**config.mk**
```make
export PLATFORM = sky130hd
export DESIGN_NAME = array_linked_list_multimap_core
export DESIGN_NICKNAME = d
export VERILOG_FILES = /design/src/hw/rtl/alm_pkg.sv /design/src/hw/rtl/alm_ram.sv /design/src/hw/rtl/alm_link_mem.sv /design/src/hw/rtl/array_linked_list_multimap_core.sv
export SDC_FILE = /design/constraint.sdc
export NUM_CORES = 2
export LEC_CHECK = 0
export BUFFER_PORTS_ARGS = -buffer_cell sky130_fd_sc_hd__buf_2
export CORE_ASPECT_RATIO = 0.6
export CORE_MARGIN = 1.5
export CORE_UTILIZATION = 25
export CTS_BUF_LIST = sky130_fd_sc_hd__clkbuf_8
export CTS_CLUSTER_SIZE = 12
export DETAILED_ROUTE_END_ITERATION = 12
export PLACE_DENSITY_LB_ADDON = 0.05
export SLEW_MARGIN = 5
export SYNTH_ARGS = -nofsm -noshare
export SYNTH_HDL_FRONTEND = slang
export SYNTH_MEMORY_MAX_BITS = 65536
export SYNTH_SLANG_ARGS = --single-unit
```
**constraint.sdc**
```tcl
create_clock -name i_clk -period 8.8 [get_ports i_clk]
set_clock_uncertainty 0.05 [all_clocks]
set_input_delay 1.76 -clock i_clk [delete_from_list [all_inputs] [get_ports i_clk]]
set_output_delay 1.76 -clock i_clk [all_outputs]
set_load 0.005 [all_outputs]
```
**src/hw/rtl/alm_pkg.sv**
```systemverilog
package alm_pkg;

    localparam int unsigned CMD_W    = 2;
    localparam int unsigned STATUS_W = 2;
    localparam int unsigned FIELD_W  = 32;
    localparam int unsigned TOTAL_W  = 7;

    localparam logic [CMD_W-1:0] CMD_ADD    = 2'd0;
    localparam logic [CMD_W-1:0] CMD_REMOVE = 2'd1;
    localparam logic [CMD_W-1:0] CMD_SEARCH = 2'd2;

    localparam logic [STATUS_W-1:0] STAT_DONE      = 2'd0;
    localparam logic [STATUS_W-1:0] STAT_FULL      = 2'd1;
    localparam logic [STATUS_W-1:0] STAT_NOT_FOUND = 2'd2;
    localparam logic [STATUS_W-1:0] STAT_HIT       = 2'd3;

    typedef enum logic [2:0] {
        S_IDLE,
        S_ADD1,
        S_ADD2,
        S_WALK,
        S_REM1,
        S_REM2,
        S_RESP
    } t_state;

endpackage

```
**src/hw/rtl/alm_ram.sv**
```systemverilog
module alm_ram #(
    parameter int unsigned WIDTH = 32,
    parameter int unsigned DEPTH = 64
) (
    input  logic                     i_clk,
    input  logic                     i_we,
    input  logic [$clog2(DEPTH)-1:0] i_waddr,
    input  logic [WIDTH-1:0]         i_wdata,
    input  logic [$clog2(DEPTH)-1:0] i_raddr,
    output logic [WIDTH-1:0]         o_rdata
);

    logic [WIDTH-1:0] r_mem [DEPTH];
    logic [WIDTH-1:0] r_rdata;

    always_ff @(posedge i_clk) begin
        if (i_we) begin
            r_mem[i_waddr] <= i_wdata;
        end
        r_rdata <= r_mem[i_raddr];
    end

    assign o_rdata = r_rdata;

endmodule

```
**src/hw/rtl/alm_link_mem.sv**
```systemverilog
module alm_link_mem #(
    parameter int unsigned DEPTH = 64
) (
    input  logic                       i_clk,
    input  logic                       i_rst_n,
    input  logic                       i_clear,
    input  logic                       i_we,
    input  logic [$clog2(DEPTH)-1:0]   i_waddr,
    input  logic [$clog2(DEPTH+1)-1:0] i_wdata,
    input  logic [$clog2(DEPTH)-1:0]   i_raddr,
    output logic [$clog2(DEPTH+1)-1:0] o_rdata
);

    localparam int unsigned AW = $clog2(DEPTH);
    localparam int unsigned LW = $clog2(DEPTH + 1);

    logic [DEPTH-1:0] r_vld;
    logic             r_rd_vld;
    logic [AW-1:0]    r_rd_addr;
    logic [LW-1:0]    ram_q;
    logic [AW:0]      rst_val;

    alm_ram #(
        .WIDTH (LW),
        .DEPTH (DEPTH)
    ) u_ram (
        .i_clk   (i_clk),
        .i_we    (i_we),
        .i_waddr (i_waddr),
        .i_wdata (i_wdata),
        .i_raddr (i_raddr),
        .o_rdata (ram_q)
    );

    always_ff @(posedge i_clk) begin
        if (!i_rst_n || i_clear) begin
            r_vld <= '0;
        end else if (i_we) begin
            r_vld[i_waddr] <= 1'b1;
        end
    end

    always_ff @(posedge i_clk) begin
        r_rd_vld  <= r_vld[i_raddr];
        r_rd_addr <= i_raddr;
    end

    // untouched entries hold the free chain in index order
    assign rst_val = {1'b0, r_rd_addr} + {{AW{1'b0}}, 1'b1};
    assign o_rdata = r_rd_vld ? ram_q : LW'(rst_val);

endmodule

```
**src/hw/rtl/array_linked_list_multimap_core.sv**
```systemverilog
// Key/value multimap kept as a linked list in a pair memory and a next-link
// memory, with unused slots on a free chain. One command is worked at a time;
// i_valid/o_ready take the next item as soon as the previous command is
// finished, even while its last result still waits in the output register.
// Add steps through S_ADD1, S_ADD2 and S_RESP. Remove and search walk the
// list one entry at a time (up to CAPACITY entries), paced by the loop from
// the registered link read back to the next read address; search also
// stalls while a hit cannot be handed to the output register. Remove of a
// match that leaves pairs in the map adds the S_REM2 step.
// Link entries come out of reset as the index-order free chain through per
// entry valid flags, so no clearing pass follows reset; the pair store is
// read only at linked slots and is never cleared.
module array_linked_list_multimap_core import alm_pkg::*; #(
    parameter int unsigned CAPACITY = 64
) (
    input  logic                       i_clk,
    input  logic                       i_rst_n,
    input  logic                       i_valid,
    output logic                       o_ready,
    input  logic [CMD_W-1:0]           i_command,
    input  logic signed [FIELD_W-1:0]  i_key,
    input  logic signed [FIELD_W-1:0]  i_value,
    output logic                       o_valid,
    input  logic                       i_ready,
    output logic [STATUS_W-1:0]        o_status,
    output logic signed [FIELD_W-1:0]  o_found_value,
    output logic                       o_last,
    output logic [TOTAL_W-1:0]         o_pair_total
);

    localparam int unsigned AW = $clog2(CAPACITY);
    localparam int unsigned LW = $clog2(CAPACITY + 1);
    localparam logic [LW-1:0] NONE = LW'(CAPACITY);

    t_state r_state, n_state;

    logic [LW-1:0]       r_head, n_head;
    logic [LW-1:0]       r_tail, n_tail;
    logic [LW-1:0]       r_free, n_free;
    logic [LW-1:0]       r_count, n_count;
    logic                r_pend, n_pend;
    logic                r_ovalid, n_ovalid;

    logic [CMD_W-1:0]    r_cmd, n_cmd;
    logic [FIELD_W-1:0]  r_key, n_key;
    logic [FIELD_W-1:0]  r_value, n_value;
    logic [LW-1:0]       r_cur, n_cur;
    logic [LW-1:0]       r_prev, n_prev;
    logic [LW-1:0]       r_nxt, n_nxt;
    logic [LW-1:0]       r_slot, n_slot;
    logic [LW-1:0]       r_steps, n_steps;
    logic [FIELD_W-1:0]  r_pend_val, n_pend_val;
    logic [STATUS_W-1:0] r_rsp_status, n_rsp_status;
    logic [FIELD_W-1:0]  r_rsp_val, n_rsp_val;
    logic [STATUS_W-1:0] r_ostatus, n_ostatus;
    logic [FIELD_W-1:0]  r_oval, n_oval;
    logic                r_olast, n_olast;
    logic [LW-1:0]       r_ototal, n_ototal;

    logic                link_clear, link_we;
    logic [AW-1:0]       link_waddr, link_raddr;
    logic [LW-1:0]       link_wdata, link_q;
    logic                kv_we;
    logic [AW-1:0]       kv_waddr, kv_raddr;
    logic [2*FIELD_W-1:0] kv_wdata, kv_q;

    logic                cur_ok, key_hit, pair_hit, out_free, is_full, walk_adv;
    logic                is_remove;
    logic [LW-1:0]       cnt_dec;

    alm_link_mem #(
        .DEPTH (CAPACITY)
    ) u_link (
        .i_clk   (i_clk),
        .i_rst_n (i_rst_n),
        .i_clear (link_clear),
        .i_we    (link_we),
        .i_waddr (link_waddr),
        .i_wdata (link_wdata),
        .i_raddr (link_raddr),
        .o_rdata (link_q)
    );

    alm_ram #(
        .WIDTH (2 * FIELD_W),
        .DEPTH (CAPACITY)
    ) u_pairs (
        .i_clk   (i_clk),
        .i_we    (kv_we),
        .i_waddr (kv_waddr),
        .i_wdata (kv_wdata),
        .i_raddr (kv_raddr),
        .o_rdata (kv_q)
    );

    assign is_remove = (r_cmd == CMD_REMOVE);
    assign cur_ok    = (r_cur < NONE) && (r_steps < NONE);
    assign key_hit   = (kv_q[2*FIELD_W-1:FIELD_W] == r_key);
    assign pair_hit  = key_hit && (kv_q[FIELD_W-1:0] == r_value);
    assign out_free  = !r_ovalid || i_ready;
    assign is_full   = (r_free >= NONE) || (r_count >= NONE);
    assign walk_adv  = cur_ok && (is_remove ? !pair_hit : !(key_hit && r_pend && !out_free));
    assign cnt_dec   = r_count - LW'(1);

    always_comb begin
        n_state = r_state;
        case (r_state)
            S_IDLE: begin
                if (i_valid) begin
                    case (i_command)
                        CMD_ADD:    n_state = is_full ? S_RESP : S_ADD1;
                        CMD_REMOVE: n_state = S_WALK;
                        CMD_SEARCH: n_state = S_WALK;
                        default:    n_state = S_RESP;
                    endcase
                end
            end
            S_ADD1: n_state = S_ADD2;
            S_ADD2: n_state = S_RESP;
            S_WALK: begin
                if (!cur_ok) begin
                    n_state = S_RESP;
                end else if (is_remove && pair_hit) begin
                    n_state = S_REM1;
                end
            end
            S_REM1: n_state = (cnt_dec == '0) ? S_RESP : S_REM2;
            S_REM2: n_state = S_RESP;
            S_RESP: begin
                if (out_free) begin
                    n_state = S_IDLE;
                end
            end
            default: n_state = S_IDLE;
        endcase
    end

    always_comb begin
        n_head       = r_head;
        n_tail       = r_tail;
        n_free       = r_free;
        n_count      = r_count;
        n_pend       = r_pend;
        n_cmd        = r_cmd;
        n_key        = r_key;
        n_value      = r_value;
        n_cur        = r_cur;
        n_prev       = r_prev;
        n_nxt        = r_nxt;
        n_slot       = r_slot;
        n_steps      = r_steps;
        n_pend_val   = r_pend_val;
        n_rsp_status = r_rsp_status;
        n_rsp_val    = r_rsp_val;
        n_ovalid     = r_ovalid && !i_ready;
        n_ostatus    = r_ostatus;
        n_oval       = r_oval;
        n_olast      = r_olast;
        n_ototal     = r_ototal;
        o_ready      = 1'b0;
        link_clear   = 1'b0;
        link_we      = 1'b0;
        link_waddr   = r_free[AW-1:0];
        link_wdata   = NONE;
        link_raddr   = r_cur[AW-1:0];
        kv_we        = 1'b0;
        kv_waddr     = r_free[AW-1:0];
        kv_wdata     = {r_key, r_value};
        kv_raddr     = r_cur[AW-1:0];

        case (r_state)
            S_IDLE: begin
                o_ready    = 1'b1;
                link_raddr = (i_command == CMD_ADD) ? r_free[AW-1:0] : r_head[AW-1:0];
                kv_raddr   = r_head[AW-1:0];
                if (i_valid) begin
                    n_cmd        = i_command;
                    n_key        = i_key;
                    n_value      = i_value;
                    n_cur        = r_head;
                    n_prev       = NONE;
                    n_steps      = '0;
                    n_pend       = 1'b0;
                    n_rsp_val    = '0;
                    n_rsp_status = (i_command == CMD_ADD) ? STAT_FULL : STAT_DONE;
                end
            end
            S_ADD1: begin
                kv_we   = 1'b1;
                link_we = 1'b1;
                n_slot  = r_free;
                n_free  = link_q;
            end
            S_ADD2: begin
                if (r_tail < NONE) begin
                    link_we    = 1'b1;
                    link_waddr = r_tail[AW-1:0];
                    link_wdata = r_slot;
                end else begin
                    n_head = r_slot;
                end
                n_tail       = r_slot;
                n_count      = r_count + LW'(1);
                n_rsp_status = STAT_DONE;
            end
            S_WALK: begin
                if (walk_adv) begin
                    link_raddr = link_q[AW-1:0];
                    kv_raddr   = link_q[AW-1:0];
                end
                if (!cur_ok) begin
                    if (!is_remove && r_pend) begin
                        n_rsp_status = STAT_HIT;
                        n_rsp_val    = r_pend_val;
                    end else begin
                        n_rsp_status = STAT_NOT_FOUND;
                    end
                end else if (is_remove && pair_hit) begin
                    n_slot = r_cur;
                    n_nxt  = link_q;
                end else if (walk_adv) begin
                    n_prev  = r_cur;
                    n_cur   = link_q;
                    n_steps = r_steps + LW'(1);
                    if (!is_remove && key_hit) begin
                        n_pend     = 1'b1;
                        n_pend_val = kv_q[FIELD_W-1:0];
                        if (r_pend) begin
                            n_ovalid  = 1'b1;
                            n_ostatus = STAT_HIT;
                            n_oval    = r_pend_val;
                            n_olast   = 1'b0;
                            n_ototal  = r_count;
                        end
                    end
                end
            end
            S_REM1: begin
                n_rsp_status = STAT_DONE;
                if (cnt_dec == '0) begin
                    link_clear = 1'b1;
                    n_head     = NONE;
                    n_tail     = NONE;
                    n_free     = '0;
                    n_count    = '0;
                end else begin
                    if (r_prev < NONE) begin
                        link_we    = 1'b1;
                        link_waddr = r_prev[AW-1:0];
                        link_wdata = r_nxt;
                    end else begin
                        n_head = r_nxt;
                    end
                    if (r_nxt >= NONE) begin
                        n_tail = r_prev;
                    end
                    n_count = cnt_dec;
                end
            end
            S_REM2: begin
                link_we    = 1'b1;
                link_waddr = r_slot[AW-1:0];
                link_wdata = r_free;
                n_free     = r_slot;
            end
            S_RESP: begin
                if (out_free) begin
                    n_ovalid  = 1'b1;
                    n_ostatus = r_rsp_status;
                    n_oval    = r_rsp_val;
                    n_olast   = 1'b1;
                    n_ototal  = r_count;
                end
            end
            default: begin
                n_pend = 1'b0;
            end
        endcase
    end

    always_ff @(posedge i_clk) begin
        if (!i_rst_n) begin
            r_state  <= S_IDLE;
            r_head   <= NONE;
            r_tail   <= NONE;
            r_free   <= '0;
            r_count  <= '0;
            r_pend   <= 1'b0;
            r_ovalid <= 1'b0;
        end else begin
            r_state  <= n_state;
            r_head   <= n_head;
            r_tail   <= n_tail;
            r_free   <= n_free;
            r_count  <= n_count;
            r_pend   <= n_pend;
            r_ovalid <= n_ovalid;
        end
    end

    always_ff @(posedge i_clk) begin
        r_cmd        <= n_cmd;
        r_key        <= n_key;
        r_value      <= n_value;
        r_cur        <= n_cur;
        r_prev       <= n_prev;
        r_nxt        <= n_nxt;
        r_slot       <= n_slot;
        r_steps      <= n_steps;
        r_pend_val   <= n_pend_val;
        r_rsp_status <= n_rsp_status;
        r_rsp_val    <= n_rsp_val;
        r_ostatus    <= n_ostatus;
        r_oval       <= n_oval;
        r_olast      <= n_olast;
        r_ototal     <= n_ototal;
    end

    assign o_valid       = r_ovalid;
    assign o_status      = r_ostatus;
    assign o_found_value = r_oval;
    assign o_last        = r_olast;
    assign o_pair_total  = TOTAL_W'(r_ototal);

endmodule

```
# == Yosys cells after proc, flatten, opt, wreduce, memory -nomap -nowiden ==
# Memory sizes are Yosys's and may differ from the RTL's. A register that Yosys moved wholly into a read port is not among the register bits.
# Cells that the tools add are included.
# classes
n_eq_ne,26
addsub,4
order_cmp,10
n_reduce_logical,47
muxes,117
bitwise_logic,3
# op_table
op,n
32-bit two-way mux,9
7-bit two-way mux,31
32-bit case mux with 2 select lines,2
7-bit case mux with 2 select lines,8
32-bit equality test,2
64-bit bitwise OR,1
7-bit case mux with 3 select lines,2
1-bit two-way mux,33
6-bit two-way mux,5
"7-bit less-than comparator, second input constant",4
"2-bit inequality test, second input constant",12
6-bit case mux with 2 select lines,2
"7-bit greater-or-equal comparator, second input constant",3
2-bit two-way mux,9
3-bit case mux with 6 select lines,1
6-bit case mux with 3 select lines,1
3-bit two-way mux,5
3-bit AND reduction,5
"7-bit by 1-bit adder with 7-bit output, second input constant",2
"6-bit by 7-bit less-than comparator with 1-bit output, second input constant",2
1-bit logical AND,10
5-bit AND reduction,2
"3-bit equality test, second input constant",3
"3-bit inequality test, second input constant",3
28 further kinds,50
# totals
reg_bits,313
inputBits,70
n_memories,2
wordCells,234
out_inout_bits,44
ramBits,4544
# memory_table
name,words,word_bits,read_ports,rd_clocked_by_memory_dff,wr,line_no,rtl
u_pairs.r_mem,64,64,1,1,1,alm_ram.sv:13,logic [WIDTH-1:0] r_mem [DEPTH];
u_link.u_ram.r_mem,64,7,1,1,1,alm_ram.sv:13,

# == Longest topological paths before layout ==
# logic_depth
word_depth,11
depth_mapped,19
depth_no_buf,14

# == Modules after synthesis ==
# Synthesis repeated with hierarchy kept, for this count alone.
# unflattened
hier_cells,8603
area_unflattened_um2,187599.9
# modules_own_cells
module,seq_area_each_um2,instances,area_each_um2,cells_per_inst
alm_ram (u_pairs),124279.2,1,156348.7,6598
alm_ram (u_link.u_ram),13593.0,1,17673.2,837
array_linked_list_multimap_core,6936.7,1,10724.0,867
alm_link_mem,1421.4,1,2854.0,301

# == Worst setup path after synthesis ==
# Ideal clock, no wire load.
# synth_timing
path_kind,input -> register
startpoint,input i_ready
endpoint,"register r_oval[0], in the netlist o_found_value[0], enable pin"
path_stages,4
setup_time_ps,507
slack_ps,2595
path_buffers,1
required_ps,8243
arrival_ps,5648
path_cell_list,nor2b_1 clkbuf_1 a311o_1 o32ai_1
# synth_via
elab_chain_len,8
word_cells_on_any_way,9
classes_between,eq/ne (2); mux (1); reduce/logical (6)
# synth_rtl
element,line_no,rtl
from (decl),array_linked_list_multimap_core.sv:24,"input logic i_ready,"
1-bit logical OR (*),array_linked_list_multimap_core.sv:100,assign out_free = !r_ovalid || i_ready;
1-bit logical NOT,array_linked_list_multimap_core.sv:102,assign walk_adv = cur_ok && (is_remove ? !pair_hit : !(key_hit && r_pend && !out_free));
1-bit logical AND,array_linked_list_multimap_core.sv:102,
1-bit logical NOT,array_linked_list_multimap_core.sv:102,
1-bit two-way mux,array_linked_list_multimap_core.sv:102,
1-bit logical AND,array_linked_list_multimap_core.sv:102,
2-bit inequality test (no source line),-,
7-bit AND reduction (no source line) (*),-,
to (signal assigned),array_linked_list_multimap_core.sv:314,r_oval <= n_oval;
to (decl),array_linked_list_multimap_core.sv:56,"logic [FIELD_W-1:0] r_oval, n_oval;"
# Mark *: on every way between the ends. The rest lies on a longest branch, timed or not.
# A chain may end at the register's enable or synchronous reset.

# == Worst setup path in the final report ==
# layout_timing
startpoint,register r_key[0]
endpoint,"register u_link.u_ram.r_rdata[1], in the netlist u_link.u_ram.o_rdata[1], read port of u_link.u_ram.r_mem"
# layout_via
elab_chain_len,8
word_cells_on_any_way,10
classes_between,eq/ne (1); mux (3); reduce/logical (6)
# layout_rtl
element,line_no,rtl
from (decl),array_linked_list_multimap_core.sv:45,"logic [FIELD_W-1:0] r_key, n_key;"
from (signal assigned),array_linked_list_multimap_core.sv:303,r_key <= n_key;
32-bit equality test (*),array_linked_list_multimap_core.sv:98,assign key_hit = (kv_q[2*FIELD_W-1:FIELD_W] == r_key);
1-bit logical AND (2 in series),array_linked_list_multimap_core.sv:102,
1-bit logical NOT,array_linked_list_multimap_core.sv:102,
1-bit two-way mux (*),array_linked_list_multimap_core.sv:102,
1-bit logical AND (*),array_linked_list_multimap_core.sv:102,
6-bit two-way mux (*),array_linked_list_multimap_core.sv:207,if (walk_adv) begin
6-bit case mux with 2 select lines (*),array_linked_list_multimap_core.sv:171,case (r_state)
net link_raddr[3],array_linked_list_multimap_core.sv:61,"logic [AW-1:0] link_waddr, link_raddr;"
to (decl),alm_ram.sv:14,logic [WIDTH-1:0] r_rdata;
# Mark *: on every way through the listed nets, which the timed path passes. The rest lies on a longest branch.

==> results.sh <==
export IMPL_worst_endpoint_required_ps=9860
export IMPL_synth_nets=9091
export IMPL_drt_first_iter_violations=13030
export IMPL_die_area_um2=752800
export IMPL_hold_path_depth=1
export IMPL_final_antenna_net_count=0
export IMPL_synthDominantAreaCellType="edfxtp_1"
export IMPL_initial_cell_density_of_the_core_pct=25.14
export IMPL_register_area_share_after_synthesis_pct=78.26
export IMPL_clock_pin_slew_worst_setup_and_hold_paths_ps=60
export IMPL_setup_tns_final_ps=0
export IMPL_worstPathMaxFanout=65
export IMPL_synth_edff_count=4753
export IMPL_ys_dominant_reg_cell="edfxtp_1"
export IMPL_clockRootBuffer="clkbuf_8"
export IMPL_timing_slew_headroom_pct=8.656
export IMPL_dr_total_vias=101500
export IMPL_tightest_slew_ps=1366
export IMPL_globalRoute_totalOverflow=0
export IMPL_dp_slack_ps=1361
export IMPL_synth_warnings=0
export IMPL_slew_limit_fails=0
export IMPL_detail_route_wirelength_um=783500
export IMPL_filler_cell_count=72500
export IMPL_vias_in_the_first_global_route=102700
export IMPL_dp_cells=19050
export IMPL_worst_hold_slack_ps=406.1
export IMPL_clock_latency_ps=1240
export IMPL_reg2reg_from="r_key[0]"
export IMPL_cts_tree="done"
export IMPL_post_dp_cell_area_um2=203900
export IMPL_worstSetupStartpoint="r_key[0]"
export IMPL_synth_top_area_share_pct=76.38
export IMPL_cts_bufs_inserted=816
export IMPL_postSynthCellCount=9014
export IMPL_largest_net_degree_at_the_start_of_global_routing=78
export IMPL_max_cap_viol_count=0
export IMPL_place_port_buffers=113
export IMPL_cts_sinks=4928
export IMPL_grt_first_pass_wirelength_um=1024000
export IMPL_setup_worst_path_start_class="flop"
export IMPL_antenna_found_initial=117
export IMPL_design_core_area_um2=743400
export IMPL_postCtsHoldBufs=0
export IMPL_vdd_ir_drop_worst_v=0.0004543
export IMPL_drt_pass1_iterations=5
export IMPL_critPathKind="flop to flop"
export IMPL_grtUsageTotal_pct=20.35
export IMPL_io_pin_count=114
export IMPL_htree_levels=6
export IMPL_detail_route_wl_per_cell_um=38.13
export IMPL_floorplan_rows=245
export IMPL_utilization_pct=29.48
export IMPL_hp_class="flop to flop"
export IMPL_rrSetupSlack_ps=1320
export IMPL_final_min_clock_period_ps=7481
export IMPL_yosysUniqueCellTypes=76
export IMPL_nets=10070
export IMPL_cts_root_to_sink_buffers=5
export IMPL_via_per_inst=4.940
export IMPL_remaining_drc_errors=0
export IMPL_finalHoldViolCount=0
export IMPL_timing_hold_worst_endpoint="u_link.r_vld[55]"
export IMPL_final_design_area_no_fill_um2=219100
export IMPL_setup_violations_final=0
export IMPL_rsz0062_at_grt="no"
export IMPL_areaGrowthSynthToFinish_pct=17.27
export IMPL_power_per_cell_area_nw_per_um2=382.3
export IMPL_globalplace_congestion=0.7407
export IMPL_synth_seq_cells=4928
export IMPL_post_route_period_util_pct=85.01
export IMPL_final_layout_size_suffix_gt1_share_pct=26.67
export IMPL_capturing_element_type_of_the_critical_path="flop"
export IMPL_layout_setup_ws_ps=1319
export IMPL_postCtsResizedCells=0
export IMPL_total_leakage_power_nw=68.74
export IMPL_die_x_um=1119
export IMPL_min_delay_start="u_link.r_vld[55]"
export IMPL_netlist_top_cells_area="edfxtp_1 76%, mux4_2 12%, a22oi_1 2.0%, dfxtp_1 1.9%, nand2_1 1.0%"
export IMPL_fmaxAchievable_ghz=0.1337
export IMPL_die_y_um=672.7
export IMPL_run_status="completed"
export IMPL_capture_point_of_the_worst_reg_to_reg_path="u_link.u_ram.o_rdata[1]"
export IMPL_synth_area_um2=186900
export IMPL_worst_r2r_cell_count=14
export IMPL_final_cells=20550
export IMPL_async_sr_flop_fraction_pct=0
export IMPL_syn_avg_cell_area_um2=20.73
export IMPL_post_synth_top_count_cell="edfxtp_1"
export IMPL_post_synth_most_frequent_cells="4753 x edfxtp_1, 1006 x mux4_2, 502 x nand2_1"
export IMPL_cp_arrival_ps=8540
export IMPL_cts_setup_buffers=0
export IMPL_post_layout_total_power_mw=83.77
export IMPL_place_hpwl_um=443900
-- critical path, stage by stage (launching register included) --
cell	delay, ps
edfxtp_1	330
buf_4	490
xor2_2	350
nor4_2	690
buf_4	320
nand4_1	470
o21ai_1	750
o211ai_1	340
o221ai_1	790
and3_2	960
nand2_1	450
a21oi_1	730
nor4_1	160
buf_4	180
a31o_1	200
-- power breakdown --
part	leakage, nW	total [mW]	internal, mW	switching, mW
registers	43.8	28.7	27.6	1.06
logic	16.1	35.3	13.7	21.6
clock network	8.79	19.8	9.85	9.94
-- routing by layer --
metal | track usage [%] | up-vias | share of wire, %
met3 | 3.058 | 903 | 5.6
met2 | 29.02 | 3707 | 42
met1 | 32.73 | 57080 | 51
li1 | - | 39810 | -
met5 | 0 | - | 0.0060
met4 | 3.400 | 8 | 1.6
-- how the worst max path moves through the flow --
| stage | end | slack [ps] | depth (start not counted) |
|---|---|---|---|
| global placement | u_link.u_ram.o_rdata[2] | 1340 | 14 |
| detailed placement | u_link.u_ram.o_rdata[2] | 1360 | 14 |
| finish | u_link.u_ram.o_rdata[1] | 1320 | 14 |
| floorplan | o_found_value[0] | 2590 | 4 |
| CTS | u_link.u_ram.o_rdata[2] | 1340 | 14 |
| global route | u_link.u_ram.o_rdata[2] | 1080 | 14 |
-- sequential cells by signal, summed over array words and instances (netlist names), 3 cells and up --
register              cells
u_pairs.r_mem          4096
u_link.u_ram.r_mem      448
u_link.r_vld             64
u_pairs.o_rdata          64
o_found_value            32
r_key                    32
r_pend_val               32
r_rsp_val                32
r_value                  32
o_pair_total              7
r_count                   7
r_cur                     7
r_free                    7
r_head                    7
r_nxt                     7
r_prev                    7
r_slot                    7
r_steps                   7
r_tail                    7
u_link.u_ram.o_rdata      7
u_link.r_rd_addr          6
r_state                   3
-- final cells by class --
type                    count  area, um^2  share of cell area, %
clock buffers             864       11890                  5.427
clock inverters           609        3277                  1.495
repair buffers            678        6284                  2.868
multi-input cells        3513       38810                  17.71
inverters                  51       207.7                0.09479
diodes                     23       57.56                0.02627
well taps                9880       12360                  5.642
flip-flops and latches   4928      146200                  66.73
-- cells in the final DEF, fill, tap and decap left out, types with 21 or more instances in the layout --
master and instances:
edfxtp_1 4753, mux4_2 1006, clkbuf_8 864, nand2_1 498, a22oi_1 498, buf_4 447
inv_1 317, a21oi_1 311, clkinv_1 195, dfxtp_1 175, nor2_1 143, buf_12 118
buf_2 113, mux2i_1 99, nand3_1 91, clkinv_2 80, o21a_1 70, nand4_1 70
and3_1 69, xor2_1 66, nor2_4 65, or4_1 60, o21ai_0 56, a211oi_1 50
nor4_1 28, bufinv_16 27, diode_2 23, a22o_1 21
-- cell families (layout without fill, tap and decap cells) --
| group | count (synthesis) | after routing | share of synthesized area (%) |
|---|---|---|---|
| adders and majority gates | 7 | 7 | 0.04687 |
| and+or+nand+nor | 1114 | 1114 | 2.757 |
| buffers and inverters | 573 | 2202 | 1.387 |
| muxes | 1124 | 1124 | 12.77 |
| AOI/OAI and AO/OA | 1190 | 1190 | 4.416 |
| xor gates and xnor gates | 78 | 78 | 0.3656 |
| DFF | 4928 | 4928 | 78.26 |
| other | 0 | 23 | 0 |
(Power assumes the default switching activity.)
